$ cat config.mk
export PLATFORM = sky130hd
export DESIGN_NAME = rate_of_rise_cadence_detector_core_flat
export DESIGN_NICKNAME = d
export VERILOG_FILES = /design/src/rrcd_pkg.sv /design/src/rrcd_in_if.sv /design/src/rrcd_out_if.sv /design/src/rrcd_ctrl.sv /design/src/rrcd_dp.sv /design/src/rate_of_rise_cadence_detector_core.sv /design/src/flat_wrapper.sv
export SDC_FILE = /design/constraint.sdc
export NUM_CORES = 1
export LEC_CHECK = 0
export ABC_CLOCK_PERIOD_IN_PS = 7490
export BUFFER_PORTS_ARGS = -buffer_cell sky130_fd_sc_hd__buf_2
export CAP_MARGIN = 20
export CORE_MARGIN = 1
export CORE_UTILIZATION = 60
export CTS_CLUSTER_SIZE = 14
export DETAILED_ROUTE_END_ITERATION = 12
export PLACE_DENSITY = 0.81
export SKIP_LAST_GASP = 1
export SLEW_MARGIN = 25
export SYNTH_ARGS = -nofsm -noshare
export SYNTH_HDL_FRONTEND = slang
export SYNTH_SLANG_ARGS = --single-unit
export TNS_END_PERCENT = 50
$ cat constraint.sdc
create_clock -name i_clk -period 7.49 [get_ports i_clk]
set_clock_uncertainty 0.1 [all_clocks]
set_input_delay 1.498 -clock i_clk [delete_from_list [all_inputs] [get_ports i_clk]]
set_output_delay 1.498 -clock i_clk [all_outputs]
set_load 0.02 [all_outputs]
$ cat src/rrcd_pkg.sv
`default_nettype none
// ----------------------------------------------------------------------------
// Rise-rate cadence detector package
// Widths, register indexes, reset values and the types shared by the
// controller, the datapath and the top level.
// ----------------------------------------------------------------------------
package rrcd_pkg;

    localparam int DIST_W    = 16;
    localparam int TIME_W    = 17;
    localparam int THR_W     = 16;
    localparam int CONFIRM_W = 4;
    localparam int HOLD_W    = 8;
    localparam int IVL_W     = 16;
    localparam int CFG_W     = 17;
    localparam int CFG_IDX_W = 3;
    localparam int LIMIT_W   = THR_W + TIME_W;
    // Distance difference times 15 needs 4 more bits than the signed difference.
    localparam int RISE_W    = DIST_W + 1 + 4;

    localparam logic [CFG_IDX_W-1:0] CFG_RISE_THRESHOLD = 3'd0;
    localparam logic [CFG_IDX_W-1:0] CFG_CONFIRM_COUNT  = 3'd1;
    localparam logic [CFG_IDX_W-1:0] CFG_HOLD_COUNT     = 3'd2;
    localparam logic [CFG_IDX_W-1:0] CFG_MAX_GAP        = 3'd3;
    localparam logic [CFG_IDX_W-1:0] CFG_NORMAL_IVL     = 3'd4;
    localparam logic [CFG_IDX_W-1:0] CFG_FAST_IVL       = 3'd5;

    localparam logic [THR_W-1:0]     RST_RISE_THRESHOLD = 16'd128;
    localparam logic [CONFIRM_W-1:0] RST_CONFIRM_COUNT  = 4'd2;
    localparam logic [HOLD_W-1:0]    RST_HOLD_COUNT     = 8'd10;
    localparam logic [TIME_W-1:0]    RST_MAX_GAP        = 17'd300;
    localparam logic [IVL_W-1:0]     RST_NORMAL_IVL     = 16'd60;
    localparam logic [IVL_W-1:0]     RST_FAST_IVL       = 16'd5;

    typedef enum logic [1:0] {
        S_IDLE,
        S_GAP,
        S_MUL,
        S_COMMIT
    } t_state;

    typedef struct packed {
        logic capture;
        logic gap;
        logic mult;
        logic commit;
    } t_dp_cmd;

    typedef struct packed {
        logic out_free;
    } t_dp_stat;

endpackage

`default_nettype wire

$ cat src/rrcd_in_if.sv
`default_nettype none
// ----------------------------------------------------------------------------
// Sample channel
// Valid/ready channel that carries one distance sample with its time stamp.
// ----------------------------------------------------------------------------
interface rrcd_in_if;

    logic        valid;
    logic        ready;
    logic [15:0] dist_mm;
    logic        read_ok;
    logic [16:0] time_s;

    modport source (output valid, output dist_mm, output read_ok, output time_s,
                    input ready);
    modport sink   (input valid, input dist_mm, input read_ok, input time_s,
                    output ready);

endinterface

`default_nettype wire

$ cat src/rrcd_out_if.sv
`default_nettype none
// ----------------------------------------------------------------------------
// Report channel
// Valid/ready channel that carries the mode report made for each sample.
// ----------------------------------------------------------------------------
interface rrcd_out_if;

    logic        valid;
    logic        ready;
    logic        fast_mode;
    logic        rate_evaluated;
    logic        rate_qualifies;
    logic        mode_changed;
    logic [15:0] interval_s;

    modport source (output valid, output fast_mode, output rate_evaluated,
                    output rate_qualifies, output mode_changed, output interval_s,
                    input ready);
    modport sink   (input valid, input fast_mode, input rate_evaluated,
                    input rate_qualifies, input mode_changed, input interval_s,
                    output ready);

endinterface

`default_nettype wire

$ cat src/rrcd_ctrl.sv
`default_nettype none
// ----------------------------------------------------------------------------
// Rise-rate cadence detector controller
// Steps each accepted sample through gap check, multiply and commit.
// ----------------------------------------------------------------------------
module rrcd_ctrl (
    input  wire logic              i_clk,
    input  wire logic              i_rst_n,
    input  wire logic              i_in_valid,
    output logic                   o_in_ready,
    input  wire rrcd_pkg::t_dp_stat i_stat,
    output rrcd_pkg::t_dp_cmd      o_cmd
);
    import rrcd_pkg::*;

    t_state r_state;
    t_state n_state;

    always_ff @(posedge i_clk) begin
        if (!i_rst_n) begin
            r_state <= S_IDLE;
        end else begin
            r_state <= n_state;
        end
    end

    always_comb begin
        n_state = r_state;
        case (r_state)
            S_IDLE: begin
                if (i_in_valid) begin
                    n_state = S_GAP;
                end
            end
            S_GAP:  n_state = S_MUL;
            S_MUL:  n_state = S_COMMIT;
            S_COMMIT: begin
                // The report register must be free before the state is updated.
                if (i_stat.out_free) begin
                    n_state = S_IDLE;
                end
            end
            default: n_state = S_IDLE;
        endcase
    end

    always_comb begin
        o_in_ready     = 1'b0;
        o_cmd.capture  = 1'b0;
        o_cmd.gap      = 1'b0;
        o_cmd.mult     = 1'b0;
        o_cmd.commit   = 1'b0;
        case (r_state)
            S_IDLE: begin
                o_in_ready    = 1'b1;
                o_cmd.capture = i_in_valid;
            end
            S_GAP:    o_cmd.gap    = 1'b1;
            S_MUL:    o_cmd.mult   = 1'b1;
            S_COMMIT: o_cmd.commit = i_stat.out_free;
            default: begin
                o_in_ready = 1'b0;
            end
        endcase
    end

endmodule

`default_nettype wire

$ cat src/rrcd_dp.sv
`default_nettype none
// ----------------------------------------------------------------------------
// Rise-rate cadence detector datapath
// Holds the registers, last sample and counters, forms the rate compare and
// keeps the report register.
// ----------------------------------------------------------------------------
module rrcd_dp #(
    parameter int DAY_SECONDS = 86400
) (
    input  wire logic                               i_clk,
    input  wire logic                               i_rst_n,
    input  wire rrcd_pkg::t_dp_cmd                  i_cmd,
    output rrcd_pkg::t_dp_stat                      o_stat,
    input  wire logic [rrcd_pkg::DIST_W-1:0]        i_dist_mm,
    input  wire logic                               i_read_ok,
    input  wire logic [rrcd_pkg::TIME_W-1:0]        i_time_s,
    input  wire logic                               i_cfg_we,
    input  wire logic [rrcd_pkg::CFG_IDX_W-1:0]     i_cfg_idx,
    input  wire logic [rrcd_pkg::CFG_W-1:0]         i_cfg_data,
    output logic                                    o_valid,
    input  wire logic                               i_ready,
    output logic                                    o_fast_mode,
    output logic                                    o_rate_evaluated,
    output logic                                    o_rate_qualifies,
    output logic                                    o_mode_changed,
    output logic [rrcd_pkg::IVL_W-1:0]              o_interval_s
);
    import rrcd_pkg::*;

    // Configuration registers.
    logic [THR_W-1:0]     r_cfg_thr;
    logic [CONFIRM_W-1:0] r_cfg_confirm;
    logic [HOLD_W-1:0]    r_cfg_hold;
    logic [TIME_W-1:0]    r_cfg_gap;
    logic [IVL_W-1:0]     r_cfg_norm_ivl;
    logic [IVL_W-1:0]     r_cfg_fast_ivl;

    // Captured sample.
    logic [DIST_W-1:0]    r_smp_dist;
    logic                 r_smp_ok;
    logic [TIME_W-1:0]    r_smp_time;

    // Detector state.
    logic [DIST_W-1:0]    r_last_dist;
    logic [TIME_W-1:0]    r_last_time;
    logic                 r_have_last;
    logic [CONFIRM_W-1:0] r_rise_cnt;
    logic [HOLD_W-1:0]    r_quiet_cnt;
    logic                 r_fast;

    // Intermediate results.
    logic                 r_gap_ok;
    logic [TIME_W-1:0]    r_elapsed;
    logic [DIST_W:0]      r_diff;
    logic [LIMIT_W-1:0]   r_limit;
    logic [RISE_W-1:0]    r_rise15;

    // Report register.
    logic                 r_out_valid;
    logic                 r_out_fast;
    logic                 r_out_eval;
    logic                 r_out_qual;
    logic                 r_out_chg;
    logic [IVL_W-1:0]     r_out_ivl;

    logic [TIME_W:0]      w_raw;
    logic [TIME_W:0]      w_wrap;
    logic                 w_in_gap;
    logic [DIST_W:0]      w_diff;
    logic [RISE_W-1:0]    w_diff_ext;
    logic [RISE_W-1:0]    w_x15;
    logic                 w_qual;
    logic [CONFIRM_W-1:0] n_rise_cnt;
    logic [HOLD_W-1:0]    n_quiet_cnt;
    logic [HOLD_W-1:0]    w_quiet_inc;
    logic                 n_fast;

    assign o_stat.out_free = !r_out_valid || i_ready;

    always_ff @(posedge i_clk) begin
        if (!i_rst_n) begin
            r_cfg_thr      <= RST_RISE_THRESHOLD;
            r_cfg_confirm  <= RST_CONFIRM_COUNT;
            r_cfg_hold     <= RST_HOLD_COUNT;
            r_cfg_gap      <= RST_MAX_GAP;
            r_cfg_norm_ivl <= RST_NORMAL_IVL;
            r_cfg_fast_ivl <= RST_FAST_IVL;
        end else if (i_cfg_we) begin
            case (i_cfg_idx)
                CFG_RISE_THRESHOLD: r_cfg_thr      <= i_cfg_data[THR_W-1:0];
                CFG_CONFIRM_COUNT:  r_cfg_confirm  <= i_cfg_data[CONFIRM_W-1:0];
                CFG_HOLD_COUNT:     r_cfg_hold     <= i_cfg_data[HOLD_W-1:0];
                CFG_MAX_GAP:        r_cfg_gap      <= i_cfg_data[TIME_W-1:0];
                CFG_NORMAL_IVL:     r_cfg_norm_ivl <= i_cfg_data[IVL_W-1:0];
                CFG_FAST_IVL:       r_cfg_fast_ivl <= i_cfg_data[IVL_W-1:0];
                default: begin
                end
            endcase
        end
    end

    // Elapsed time wraps once at the end of the day.
    assign w_raw    = {1'b0, r_smp_time} - {1'b0, r_last_time};
    assign w_wrap   = w_raw[TIME_W] ? (w_raw + (TIME_W+1)'(DAY_SECONDS)) : w_raw;
    assign w_in_gap = r_smp_ok && r_have_last && !w_wrap[TIME_W] && (w_wrap != '0)
                      && (w_wrap[TIME_W-1:0] <= r_cfg_gap);
    assign w_diff   = {1'b0, r_last_dist} - {1'b0, r_smp_dist};

    // The rise is the distance drop times 15360, taken as times 15 here and
    // shifted by ten bits at the compare.
    assign w_diff_ext = {{(RISE_W-DIST_W-1){r_diff[DIST_W]}}, r_diff};
    assign w_x15      = (w_diff_ext << 4) - w_diff_ext;

    assign w_qual = r_gap_ok && !r_rise15[RISE_W-1]
                    && ({3'b000, r_rise15[RISE_W-2:0], 10'b0} >= r_limit);

    always_comb begin
        n_rise_cnt  = r_rise_cnt;
        n_quiet_cnt = r_quiet_cnt;
        n_fast      = r_fast;
        w_quiet_inc = r_quiet_cnt + 8'd1;
        if (r_gap_ok) begin
            if (w_qual) begin
                n_quiet_cnt = '0;
                if (r_rise_cnt < r_cfg_confirm) begin
                    n_rise_cnt = r_rise_cnt + 4'd1;
                end
                if (!r_fast && (n_rise_cnt >= r_cfg_confirm)) begin
                    n_fast = 1'b1;
                end
            end else begin
                n_rise_cnt = '0;
                if (r_fast) begin
                    if (w_quiet_inc >= r_cfg_hold) begin
                        n_fast      = 1'b0;
                        n_quiet_cnt = '0;
                    end else begin
                        n_quiet_cnt = w_quiet_inc;
                    end
                end
            end
        end
    end

    always_ff @(posedge i_clk) begin
        if (i_cmd.capture) begin
            r_smp_dist <= i_dist_mm;
            r_smp_ok   <= i_read_ok;
            r_smp_time <= i_time_s;
        end
        if (i_cmd.gap) begin
            r_gap_ok  <= w_in_gap;
            r_elapsed <= w_wrap[TIME_W-1:0];
            r_diff    <= w_diff;
        end
        if (i_cmd.mult) begin
            r_limit  <= LIMIT_W'(r_cfg_thr) * LIMIT_W'(r_elapsed);
            r_rise15 <= w_x15;
        end
    end

    always_ff @(posedge i_clk) begin
        if (!i_rst_n) begin
            r_last_dist <= '0;
            r_last_time <= '0;
            r_have_last <= 1'b0;
            r_rise_cnt  <= '0;
            r_quiet_cnt <= '0;
            r_fast      <= 1'b0;
        end else if (i_cmd.commit) begin
            r_rise_cnt  <= n_rise_cnt;
            r_quiet_cnt <= n_quiet_cnt;
            r_fast      <= n_fast;
            if (r_smp_ok) begin
                r_last_dist <= r_smp_dist;
                r_last_time <= r_smp_time;
                r_have_last <= 1'b1;
            end
        end
    end

    always_ff @(posedge i_clk) begin
        if (!i_rst_n) begin
            r_out_valid <= 1'b0;
        end else if (i_cmd.commit) begin
            r_out_valid <= 1'b1;
        end else if (i_ready) begin
            r_out_valid <= 1'b0;
        end
    end

    always_ff @(posedge i_clk) begin
        if (i_cmd.commit) begin
            r_out_fast <= n_fast;
            r_out_eval <= r_gap_ok;
            r_out_qual <= w_qual;
            r_out_chg  <= n_fast != r_fast;
            r_out_ivl  <= n_fast ? r_cfg_fast_ivl : r_cfg_norm_ivl;
        end
    end

    assign o_valid          = r_out_valid;
    assign o_fast_mode      = r_out_fast;
    assign o_rate_evaluated = r_out_eval;
    assign o_rate_qualifies = r_out_qual;
    assign o_mode_changed   = r_out_chg;
    assign o_interval_s     = r_out_ivl;

endmodule

`default_nettype wire

$ cat src/rate_of_rise_cadence_detector_core.sv
// A report is registered at the commit step, after the gap check and threshold multiply
// steps of its sample. A new sample is accepted only after the controller's pass through
// gap check, threshold multiply and commit; a stalled report holds the commit step.
// A new sample is taken while the previous report still waits to be taken.
// Synchronous active-low reset clears the mode state and the last sample and
// loads the register defaults.
`default_nettype none
// ----------------------------------------------------------------------------
// Rise-rate cadence detector core
// Selects normal or fast report cadence from the rise rate of water level.
// ----------------------------------------------------------------------------
module rate_of_rise_cadence_detector_core #(
    parameter int DAY_SECONDS = 86400
) (
    input  wire logic                           i_clk,
    input  wire logic                           i_rst_n,
    rrcd_in_if.sink                             i_sample,
    rrcd_out_if.source                          o_report,
    input  wire logic                           i_cfg_we,
    input  wire logic [rrcd_pkg::CFG_IDX_W-1:0] i_cfg_idx,
    input  wire logic [rrcd_pkg::CFG_W-1:0]     i_cfg_data
);
    import rrcd_pkg::*;

    t_dp_cmd  w_cmd;
    t_dp_stat w_stat;

    rrcd_ctrl u_ctrl (
        .i_clk      (i_clk),
        .i_rst_n    (i_rst_n),
        .i_in_valid (i_sample.valid),
        .o_in_ready (i_sample.ready),
        .i_stat     (w_stat),
        .o_cmd      (w_cmd)
    );

    rrcd_dp #(
        .DAY_SECONDS (DAY_SECONDS)
    ) u_dp (
        .i_clk            (i_clk),
        .i_rst_n          (i_rst_n),
        .i_cmd            (w_cmd),
        .o_stat           (w_stat),
        .i_dist_mm        (i_sample.dist_mm),
        .i_read_ok        (i_sample.read_ok),
        .i_time_s         (i_sample.time_s),
        .i_cfg_we         (i_cfg_we),
        .i_cfg_idx        (i_cfg_idx),
        .i_cfg_data       (i_cfg_data),
        .o_valid          (o_report.valid),
        .i_ready          (o_report.ready),
        .o_fast_mode      (o_report.fast_mode),
        .o_rate_evaluated (o_report.rate_evaluated),
        .o_rate_qualifies (o_report.rate_qualifies),
        .o_mode_changed   (o_report.mode_changed),
        .o_interval_s     (o_report.interval_s)
    );

endmodule

`default_nettype wire

$ cat src/flat_wrapper.sv
// flat-port wrapper written by rule: the top's interface ports become plain ports
module rate_of_rise_cadence_detector_core_flat import rrcd_pkg::*;
#(
    parameter int DAY_SECONDS = 86400
)
  (i_clk, i_rst_n, i_cfg_we, i_cfg_idx, i_cfg_data, i_sample_valid, i_sample_dist_mm, i_sample_read_ok, i_sample_time_s, i_sample_ready, o_report_valid, o_report_fast_mode, o_report_rate_evaluated, o_report_rate_qualifies, o_report_mode_changed, o_report_interval_s, o_report_ready);
  rrcd_in_if i_sample_i ();
  rrcd_out_if o_report_i ();
  input  wire logic i_clk;
  input  wire logic i_rst_n;
  input  wire logic i_cfg_we;
  input  wire logic [rrcd_pkg::CFG_IDX_W-1:0] i_cfg_idx;
  input  wire logic [rrcd_pkg::CFG_W-1:0] i_cfg_data;
  input wire logic [$bits(i_sample_i.valid)-1:0] i_sample_valid;
  input wire logic [$bits(i_sample_i.dist_mm)-1:0] i_sample_dist_mm;
  input wire logic [$bits(i_sample_i.read_ok)-1:0] i_sample_read_ok;
  input wire logic [$bits(i_sample_i.time_s)-1:0] i_sample_time_s;
  output wire logic [$bits(i_sample_i.ready)-1:0] i_sample_ready;
  output wire logic [$bits(o_report_i.valid)-1:0] o_report_valid;
  output wire logic [$bits(o_report_i.fast_mode)-1:0] o_report_fast_mode;
  output wire logic [$bits(o_report_i.rate_evaluated)-1:0] o_report_rate_evaluated;
  output wire logic [$bits(o_report_i.rate_qualifies)-1:0] o_report_rate_qualifies;
  output wire logic [$bits(o_report_i.mode_changed)-1:0] o_report_mode_changed;
  output wire logic [$bits(o_report_i.interval_s)-1:0] o_report_interval_s;
  input wire logic [$bits(o_report_i.ready)-1:0] o_report_ready;
  assign i_sample_i.valid = i_sample_valid;
  assign i_sample_i.dist_mm = i_sample_dist_mm;
  assign i_sample_i.read_ok = i_sample_read_ok;
  assign i_sample_i.time_s = i_sample_time_s;
  assign i_sample_ready = i_sample_i.ready;
  assign o_report_valid = o_report_i.valid;
  assign o_report_fast_mode = o_report_i.fast_mode;
  assign o_report_rate_evaluated = o_report_i.rate_evaluated;
  assign o_report_rate_qualifies = o_report_i.rate_qualifies;
  assign o_report_mode_changed = o_report_i.mode_changed;
  assign o_report_interval_s = o_report_i.interval_s;
  assign o_report_i.ready = o_report_ready;
  rate_of_rise_cadence_detector_core #(.DAY_SECONDS(DAY_SECONDS)) u_core (.i_clk(i_clk), .i_rst_n(i_rst_n), .i_sample(i_sample_i), .o_report(o_report_i), .i_cfg_we(i_cfg_we), .i_cfg_idx(i_cfg_idx), .i_cfg_data(i_cfg_data));
endmodule
==> results.toml, run 1 <==
[status]
outcome = "completed"

[clock_network]
numCtsBuffers = 31
clock_sinks = 270
cts_tree = "built"
htreeDepth = 1
cts_buffer_depth = 3
cts.reportedPaths.clkPinSlew_ns = 0.06
clk-insertion-delay-late_ns = 0.59
root_buffer = "clkbuf_16"

[timing]
period_needed_ns = 6.99
tightest_slew_ns = 0.879
fin_crit_sh_pct = 93.4
report.final.slew_viol_count = 0
slew_headroom_pct = 40.6
fmax_mhz = 143
timing.hold.ws_ns = 0.362
grt_setup_unrepaired = "false"
tns_ns = 0
setup_viol = 0
setup_ws_ns = 0.498
finalHoldViolCount = 0

[power]
power_leakage_nw = 11.0
ir_drop_mv = 0.288
intPower_mw = 4.08
p_per_area_nw_per_um2 = 278
clkPwrFrac_pct = 22.3
p_seq_share_pct = 33.9
p_total_mw = 6.74
power.switching_mw = 2.66
swShare_pct = 39.5
p_comb_share_pct = 43.8

[min_path]
hp-class = "flop to flop"

[synth]
synth.distinct_cells = 77
synth_nets = 2801
netlist_area_um2 = 22300
ys.flop_type = "edfxtp_1"
synth-seq-cells = 270
avgSynthCellArea_um2 = 9.63
ys_seq_area_share_pct = 30.6
ys_warn_count = 0
synth-edff-count = 143
synth-async-reset-ratio_pct = 0
synthCells = 2318

[floorplanning]
core_area_um2 = 36600
initial_core_util_pct = 61.0
ioPinCount = 81
die_h_um = 195
die_w_um = 195
rows = 70
dieArea_um2 = 38000

[layout]
syn2layout_area_growth_pct = 8.73
antennaDiodeCount = 0
multi_input_area_um2 = 13800
num-fill-cells = 2816
layout-drive-gt1-share_pct = 8.63
final_nets = 2869
fin_area_um2 = 24300
fin_cells = 2878
area.sequential_um2 = 6840
final_util_pct = 66.3

[setup_path]
r2r_setup_slack_ns = 0.50
crit_required_ns = 7.72
end_kind = "flop"
crit_fanout = 18
slowest_stage = "dfxtp_1"
cp_data_arrival_time_ns = 7.22
slowest_delay_ns = 0.80
path_common_cell = "fa_1"
start_kind = "flop"
path_buf_inv = 4
crit_family = "adder cells"
critPathKind = "flop to flop"
cp_cell_sequence = "nand2_1 -> fa_1 -> inv_1 -> fa_1 -> fa_1 -> fa_1 -> fa_1 -> inv_1 -> fa_1 -> inv_1 -> ha_1 -> a21o_1 -> a21oi_1 -> nand2_1 -> a21oi_1 -> o31ai_1 -> o31ai_1 -> buf_4 -> o31ai_1 -> o22ai_1 -> o21ai_0 -> xor2_1"

[placement]
place_congestion = 0.945
dp_slack_ns = 0.489
portBuffers = 80
post-dp-hpwl_um = 36800
dp_cells = 2821
placed_area_um2 = 23200

[routing]
drtPass1Iterations = 5
wl_per_cell_um = 16.6
routed_wl_um = 47700
drc_errors = 0
drtAntennaViolNets = 0
initialDrtViolationCount = 1027
vias_per_cell = 5.57
via_count = 16000

[grt]
grt_overflow_total = 0
grt_pass1_vias = 16700
grt_pass1_wl_um = 80800
antenna_found_initial = 0
grt_max_degree = 119
grt_use_total_pct = 26.2

[run]
drv_cap = 0
[final timing paths]
kind                                       to                         from  depth (start not counted)
setup reg to reg      u_core.u_dp.r_limit[31]    u_core.u_dp.r_cfg_thr[11]                         22
setup / recovery      u_core.u_dp.r_limit[31]    u_core.u_dp.r_cfg_thr[11]                         22
hold / removal    u_core.u_dp.r_last_time[10]  u_core.u_dp.r_last_time[10]                          2
hold reg to reg   u_core.u_dp.r_last_time[10]  u_core.u_dp.r_last_time[10]                          2
[final cells by class]
type | instances | share of cell area (%)
repair buffers | 109 | 2.56
clock inverters | 11 | 0.443
multi-input cells | 1608 | 57.0
inverters | 366 | 5.67
flip-flops and latches | 270 | 28.2
well taps | 468 | 2.41
clock buffers | 46 | 3.77
[worst min-delay path, stage by stage, from the launching register on]
cell      delay [ns]
dfxtp_1         0.30
nand2_1         0.04
a21boi_0        0.06
[per-layer routing]
metal  global-route usage, %  part of all wire [%]  vias up
met5                       0                     0        -
met2                    46.5                    50      461
li1                        -                     -     7647
met1                    32.2                    41     7818
met4                    9.57                   3.7        0
met3                    4.03                   5.9      118
[state kept, by name, indices dropped and copies added, names as in the netlist, 4 cells and up]
| name | flops |
|---|---|
| u_core.u_dp.r_cfg_gap | 17 |
| u_core.u_dp.r_cfg_norm_ivl | 16 |
| u_core.u_dp.r_quiet_cnt | 8 |
| u_core.u_dp.r_rise_cnt | 4 |
| u_core.u_dp.r_cfg_fast_ivl | 16 |
| u_core.u_dp.r_elapsed | 17 |
| u_core.u_dp.r_cfg_confirm | 4 |
| u_core.u_dp.r_smp_time | 17 |
| u_core.u_dp.r_cfg_hold | 8 |
| u_core.u_dp.r_last_time | 17 |
| u_core.u_dp.r_diff | 17 |
| u_core.u_dp.r_last_dist | 16 |
| u_core.u_dp.r_smp_dist | 16 |
| u_core.u_dp.r_limit | 33 |
| u_core.u_dp.r_cfg_thr | 16 |
| u_core.u_dp.o_interval_s | 16 |
| u_core.u_dp.r_rise15 | 21 |
[cell usage in the layout, fill, tap and decap left out, drive strengths merged, types with 6 or more instances in the layout]
cell type and n:
nand4 13, mux2 18, o21bai 15, nand2 398, o21ai 41, nor2 64
o21a 19, xnor2 59, a31oi 9, nand3 28, edfxtp 143, fa 210
and2 135, o211ai 8, a21boi 108, and3 6, nor3 18, o31ai 7
nand2b 17, clkinv 8, inv 368, a21o 43, nor2b 18, ha 214
clkbuf 46, xor2 26, a21oi 63, buf 109, dfxtp 127
[Yosys cell counts (13+ instances only)]
cell type | n | share of area [%]
nand3_1 | 28 | 0.63
nand2b_1 | 17 | 0.48
o21a_1 | 19 | 0.64
ha_1 | 214 | 12
o21bai_1 | 15 | 0.50
dfxtp_1 | 127 | 11
a21boi_0 | 107 | 3.6
mux2_2 | 18 | 0.91
nand4_1 | 13 | 0.36
a21o_1 | 40 | 1.3
inv_1 | 365 | 6.1
and2_1 | 135 | 3.8
clkbuf_1 | 69 | 1.2
nor3_1 | 18 | 0.40
xnor2_1 | 57 | 2.2
fa_1 | 210 | 19
nor2b_1 | 18 | 0.50
a21oi_1 | 62 | 1.4
nand2_1 | 397 | 6.7
xor2_1 | 26 | 1.0
o21ai_0 | 37 | 0.83
edfxtp_1 | 143 | 19
nor2_1 | 63 | 1.1
[power by group through the flow]
stage,clock (mW),combinational [mW],sequential (mW)
3_5_place_dp,0,2.91,2.30
2_1_floorplan,0,2.25,2.17
4_1_cts,1.53,2.95,2.28
3_3_place_gp,0,2.79,2.29
5_1_grt,1.58,3.33,2.31
6_report,1.50,2.95,2.29
[what timing repair did]
item,in CTS,in global routing
endpoints found under the setup margin,0,1
setup buffers,0,0
hold buffers,0,0
gates resized for setup,0,2
[kinds of logic (layout without fill, tap and decap cells)]
kind of cell	Yosys count	count (layout)	synth area share, %
simple gates	727	727	15.2
buf+inv	440	532	7.49
compound gates	349	349	11.2
flops	270	270	30.6
xor+xnor	85	85	3.45
fa+ha+maj	424	424	30.8
mux	23	23	1.13
Note: power is estimated with default switching activity, not from simulation.
==> inputs of run 2 (changes only) <==
Settings changed: CTS_BUF_LIST set to sky130_fd_sc_hd__clkbuf_16, SLEW_MARGIN 25 to 0.
==> run 2 against run 1 <==
Effect of this change:
- via count is 0.17% lower
- final cell count about the same
- clock power fell by 4%
- first-iteration DRC count down 16%
- die area unchanged
- critical path depth is the same
==> results.toml, run 2 (same netlist as run 1, synthesis figures left out) <==
[layout]
layout_commonest_cell = "nand2_1"
largest_reg_flops = 33
area.sequential_um2 = 6840
multi_input_area_um2 = 13800
num-fill-cells = 2838
syn2layout_area_growth_pct = 8.62
fin_cells = 2880
regMostFlops = "u_core.u_dp.r_limit"
layout-drive-gt1-share_pct = 8.50
final_cell_mix = "nand2_1, inv_1, ha_1"
final_nets = 2870
reg_top3 = "u_core.u_dp.r_limit: 33 flops, u_core.u_dp.r_rise15: 21 flops"

[setup_path]
critPathKind = "flop to flop"
slowest_delay_ns = 0.79
crit_fanout = 18
end_kind = "flop"
cp_data_arrival_time_ns = 7.19
path_common_cell = "fa_1"
start_kind = "flop"
crit_required_ns = 7.70
slowest_stage = "dfxtp_1"
cp_cell_sequence = "nand2_1 -> fa_1 -> inv_1 -> fa_1 -> fa_1 -> fa_1 -> fa_1 -> inv_1 -> fa_1 -> inv_1 -> ha_1 -> a21o_1 -> a21oi_1 -> nand2_1 -> a21oi_1 -> o31ai_1 -> o31ai_1 -> buf_4 -> o31ai_1 -> o22ai_1 -> o21ai_0 -> xor2_1"
r2r_setup_slack_ns = 0.51

[floorplanning]
die_h_um = 195
ioPinCount = 81
dieArea_um2 = 38000
initial_core_util_pct = 61.0
rows = 70
die_w_um = 195
core_area_um2 = 36600

[timing]
tightest_slew_ns = 1.00
timing.hold.ws_ns = 0.363
slew_headroom_pct = 33.0
period_needed_ns = 6.98
finalHoldViolCount = 0
grt_setup_unrepaired = "false"
report.final.slew_viol_count = 0
fmax_mhz = 143
fin_crit_sh_pct = 93.2
setup_viol = 0
setup_ws_ns = 0.508
tns_ns = 0

[clock_network]
clock_sinks = 270
root_buffer = "clkbuf_16"
htreeDepth = 1
holdBufCountCts = 0
cts_tree = "built"
cts.reportedPaths.clkPinSlew_ns = 0.06
numCtsBuffers = 30
clk-insertion-delay-late_ns = 0.57
cts_buffer_depth = 3

[power]
power_leakage_nw = 11.0
p_per_area_nw_per_um2 = 276
p_total_mw = 6.68
ir_drop_mv = 0.276

[placement]
dp_cells = 2822
portBuffers = 80
post-dp-hpwl_um = 36800
place_congestion = 0.945
dp_slack_ns = 0.483

[run]
drv_cap = 0

[routing]
via_count = 16000
vias_per_cell = 5.56
drtAntennaViolNets = 0
drc_errors = 0
initialDrtViolationCount = 863
drtPass1Iterations = 5
wl_per_cell_um = 16.5
routed_wl_um = 47600

[grt]
grt_pass1_vias = 16800
antenna_found_initial = 1
grt_overflow_total = 0
grt_max_degree = 119
grt_pass1_wl_um = 80000
grt_use_total_pct = 26.0

[min_path]
hp-class = "flop to flop"

[status]
outcome = "completed"
## run 2: repair_timing
item | CTS | global route
buffers inserted | 0 | 0
endpoints found under the setup margin | 0 | 2
gates resized for setup | 0 | 2
## run 2: critical path, delay by kind of cell (launching register included)
| kind | cells | cell delay, ns |
|---|---|---|
| fa+ha+maj | 7 | 3.59 |
| compound gates | 8 | 1.49 |
| flops | 1 | 0.79 |
| buf+inv | 4 | 0.33 |
| simple gates | 2 | 0.27 |
| xor+xnor | 1 | 0.15 |
## run 2: layer usage
layer | GRT usage [%] | share of wire (%)
met1 | 31.5 | 40
met2 | 45.8 | 50
met3 | 4.58 | 6.1
met4 | 10.6 | 3.7
met5 | 0 | 0
## run 2: power breakdown
part	switching (mW)	internal (mW)
clock network	0.608	0.835
logic	1.77	1.19
registers	0.277	2.01
## run 2: stage by stage
stage / area [um2] / util [%]
after floorplan: 22300 / -
after global placement: 23200 / 63.5
after detailed placement: 23300 / 63.5
after CTS: 24200 / 66.2
after global routing: 24200 / 66.2
final: 24200 / 66.2
## run 2: layout make-up
class	instances	area share (%)
diodes	1	0.0103
clock buffers	32	3.30
flip-flops and latches	270	28.2
clock inverters	24	0.692
repair buffers	111	2.69
inverters	366	5.67
multi-input cells	1608	57.0
well taps	468	2.42
## run 2: worst paths after layout
| path | from | end | depth (start not counted) |
|---|---|---|---|
| hold / removal | u_core.u_dp.r_last_time[10] | u_core.u_dp.r_last_time[10] | 2 |
| hold reg to reg | u_core.u_dp.r_last_time[10] | u_core.u_dp.r_last_time[10] | 2 |
| setup reg to reg | u_core.u_dp.r_cfg_thr[12] | u_core.u_dp.r_limit[31] | 22 |
| setup / recovery | u_core.u_dp.r_cfg_thr[12] | u_core.u_dp.r_limit[31] | 22 |
==> inputs of run 3 (changes only) <==
Settings changed: ABC_CLOCK_PERIOD_IN_PS 7490 to 6390, CORE_UTILIZATION 60 to 58.
Clock period 7.49 ns to 6.39 ns, I/O delays scaled along.
==> run 3 against run 2 <==
Effect of this change:
- clock-buffer cell count did not move
- register-to-register slack got worse by 0.40 ns
- total power rose by 26%
- combinational power rose by 41%
- sequential cell count did not move
- final cell count rose by 4.3%
==> results.toml, run 3 (same netlist as run 1, synthesis figures left out) <==
[clock_network]
clock_sinks = 270
cts_tree = "built"
holdBufCountCts = 0
clk-insertion-delay-late_ns = 0.58
htreeDepth = 1
root_buffer = "clkbuf_16"
numCtsBuffers = 30
cts.reportedPaths.clkPinSlew_ns = 0.06
cts_buffer_depth = 3

[placement]
post-dp-hpwl_um = 38700
portBuffers = 80
dp_slack_ns = -0.0901
place_congestion = 0.900
dp_cells = 2926

[floorplanning]
core_area_um2 = 37800
die_w_um = 198
dieArea_um2 = 39300
die_h_um = 198
rows = 71
ioPinCount = 81
initial_core_util_pct = 59.1

[grt]
grt_pass1_vias = 17200
grt-busiest-layer = "met2"
grt_use_met3_pct = 3.66
grt_max_degree = 87
grt_use_met2_pct = 46.9
grt_use_total_pct = 26.2
grt_pass1_wl_um = 82000
met1_usage_pct = 31.5
grt_overflow_total = 0
antenna_found_initial = 0

[routing]
drtPass1Iterations = 5
routed_wl_um = 50700
drc_errors = 0
vias_per_cell = 5.49
wl_per_cell_um = 16.9
via_count = 16500
initialDrtViolationCount = 935
drtAntennaViolNets = 0

[setup_path]
worstReg2RegStart = "u_core.u_dp.r_elapsed[7]"
slowest_delay_ns = 0.54
startpoint = "u_core.u_dp.r_elapsed[7]"
crit_required_ns = 6.62
cp_data_arrival_time_ns = 6.51
cp_cell_sequence = "and2_4 -> fa_1 -> inv_1 -> fa_1 -> fa_1 -> inv_1 -> fa_1 -> fa_1 -> inv_1 -> fa_1 -> inv_1 -> ha_4 -> inv_2 -> nor2_4 -> o21ai_4 -> o31ai_4 -> a21oi_2 -> a311oi_2 -> a311oi_1 -> buf_4 -> o21bai_1 -> a21o_1 -> xor2_1"
crit_family = "adder cells"
crit_fanout = 5
start_kind = "flop"
path_buf_inv = 6
critPathKind = "flop to flop"
slowest_stage = "fa_1"
path_common_cell = "fa_1"
end_kind = "flop"

[timing]
period_needed_ns = 6.28
finalHoldViolCount = 0
report.final.slew_viol_count = 0
setup_ws_ns = 0.111
setup_viol = 0
fmax_mhz = 159
slew_headroom_pct = 49.1
fin_crit_sh_pct = 98.3
tightest_slew_ns = 0.763
grt_setup_unrepaired = "true"

[power]
p_per_area_nw_per_um2 = 334
ir_drop_mv = 0.282
power_leakage_nw = 11.5

[layout]
final_nets = 2952
final_cell_mix = "nand2_1, inv_1, ha_1"
reg_top3 = "u_core.u_dp.r_limit: 33 flops, u_core.u_dp.r_rise15: 21 flops"
syn2layout_area_growth_pct = 12.9
regMostFlops = "u_core.u_dp.r_limit"
antennaDiodeCount = 0
fin_cells = 3004
largest_reg_flops = 33
layout-drive-gt1-share_pct = 14.0
layout_commonest_cell = "nand2_1"

[min_path]
hp-class = "flop to flop"
min-delay-start = "u_core.u_dp.r_last_dist[0]"

[status]
outcome = "completed"

[run]
drv_cap = 0
## run 3: layout make-up
class,count,area [um2]
fill,2871,12500
timing repair buffer,193,1320
tap,511,639
clock inverter,24,139
inverter,366,1380
sequential,270,6840
multi-input combinational,1608,14100
clock buffer,32,801
## run 3: power breakdown
| group | total (mW) | switching [mW] | internal [mW] | leakage (nW) |
|---|---|---|---|---|
| Combinational | 4.17 | 2.42 | 1.75 | 8.61 |
| Clock | 1.67 | 0.726 | 0.940 | 0.494 |
| Sequential | 2.58 | 0.227 | 2.35 | 2.35 |
## run 3: repair_timing
item,in CTS,in global routing
setup endpoints to repair,7,11
pin swaps,6,58
buffers inserted,1,19
resized for setup,11,68
cloned,0,1
## run 3: routing by layer
| layer | vias up | routed length (um) |
|---|---|---|
| met5 | - | 0 |
| met4 | 0 | 1950 |
| met3 | 134 | 3030 |
| met2 | 486 | 25700 |
| met1 | 8077 | 20100 |
| li1 | 7802 | - |
## run 3: per-stage QoR
step / TNS, ns / cell area (um2) / hold WS (ns) / utilization, % / total power [mW]
floorplan: -0.00740 / 22300 / 0.335 / - / 5.19
detailed placement: -0.353 / 23800 / 0.355 / 63.0 / 6.39
global route: -0.494 / 25200 / 0.384 / 66.8 / 8.97
CTS: 0 / 24800 / 0.367 / 65.6 / 8.11
finish: 0 / 25200 / 0.364 / 66.8 / 8.42
global placement: 0 / 23800 / 0.345 / 62.9 / 6.20
## run 3: worst paths after layout
path | slack (ns) | cells after the start | to
max | 0.11 | 23 | u_core.u_dp.r_limit[30]
min | 0.36 | 2 | u_core.u_dp.r_last_dist[0]
max reg2reg | 0.11 | 23 | u_core.u_dp.r_limit[30]
min reg2reg | 0.36 | 2 | u_core.u_dp.r_last_dist[0]
## run 3: worst min-delay path, stage by stage, from the launching register on
cell and delay (ns):
dfxtp_1 0.30, nand2_1 0.05, a21boi_0 0.06
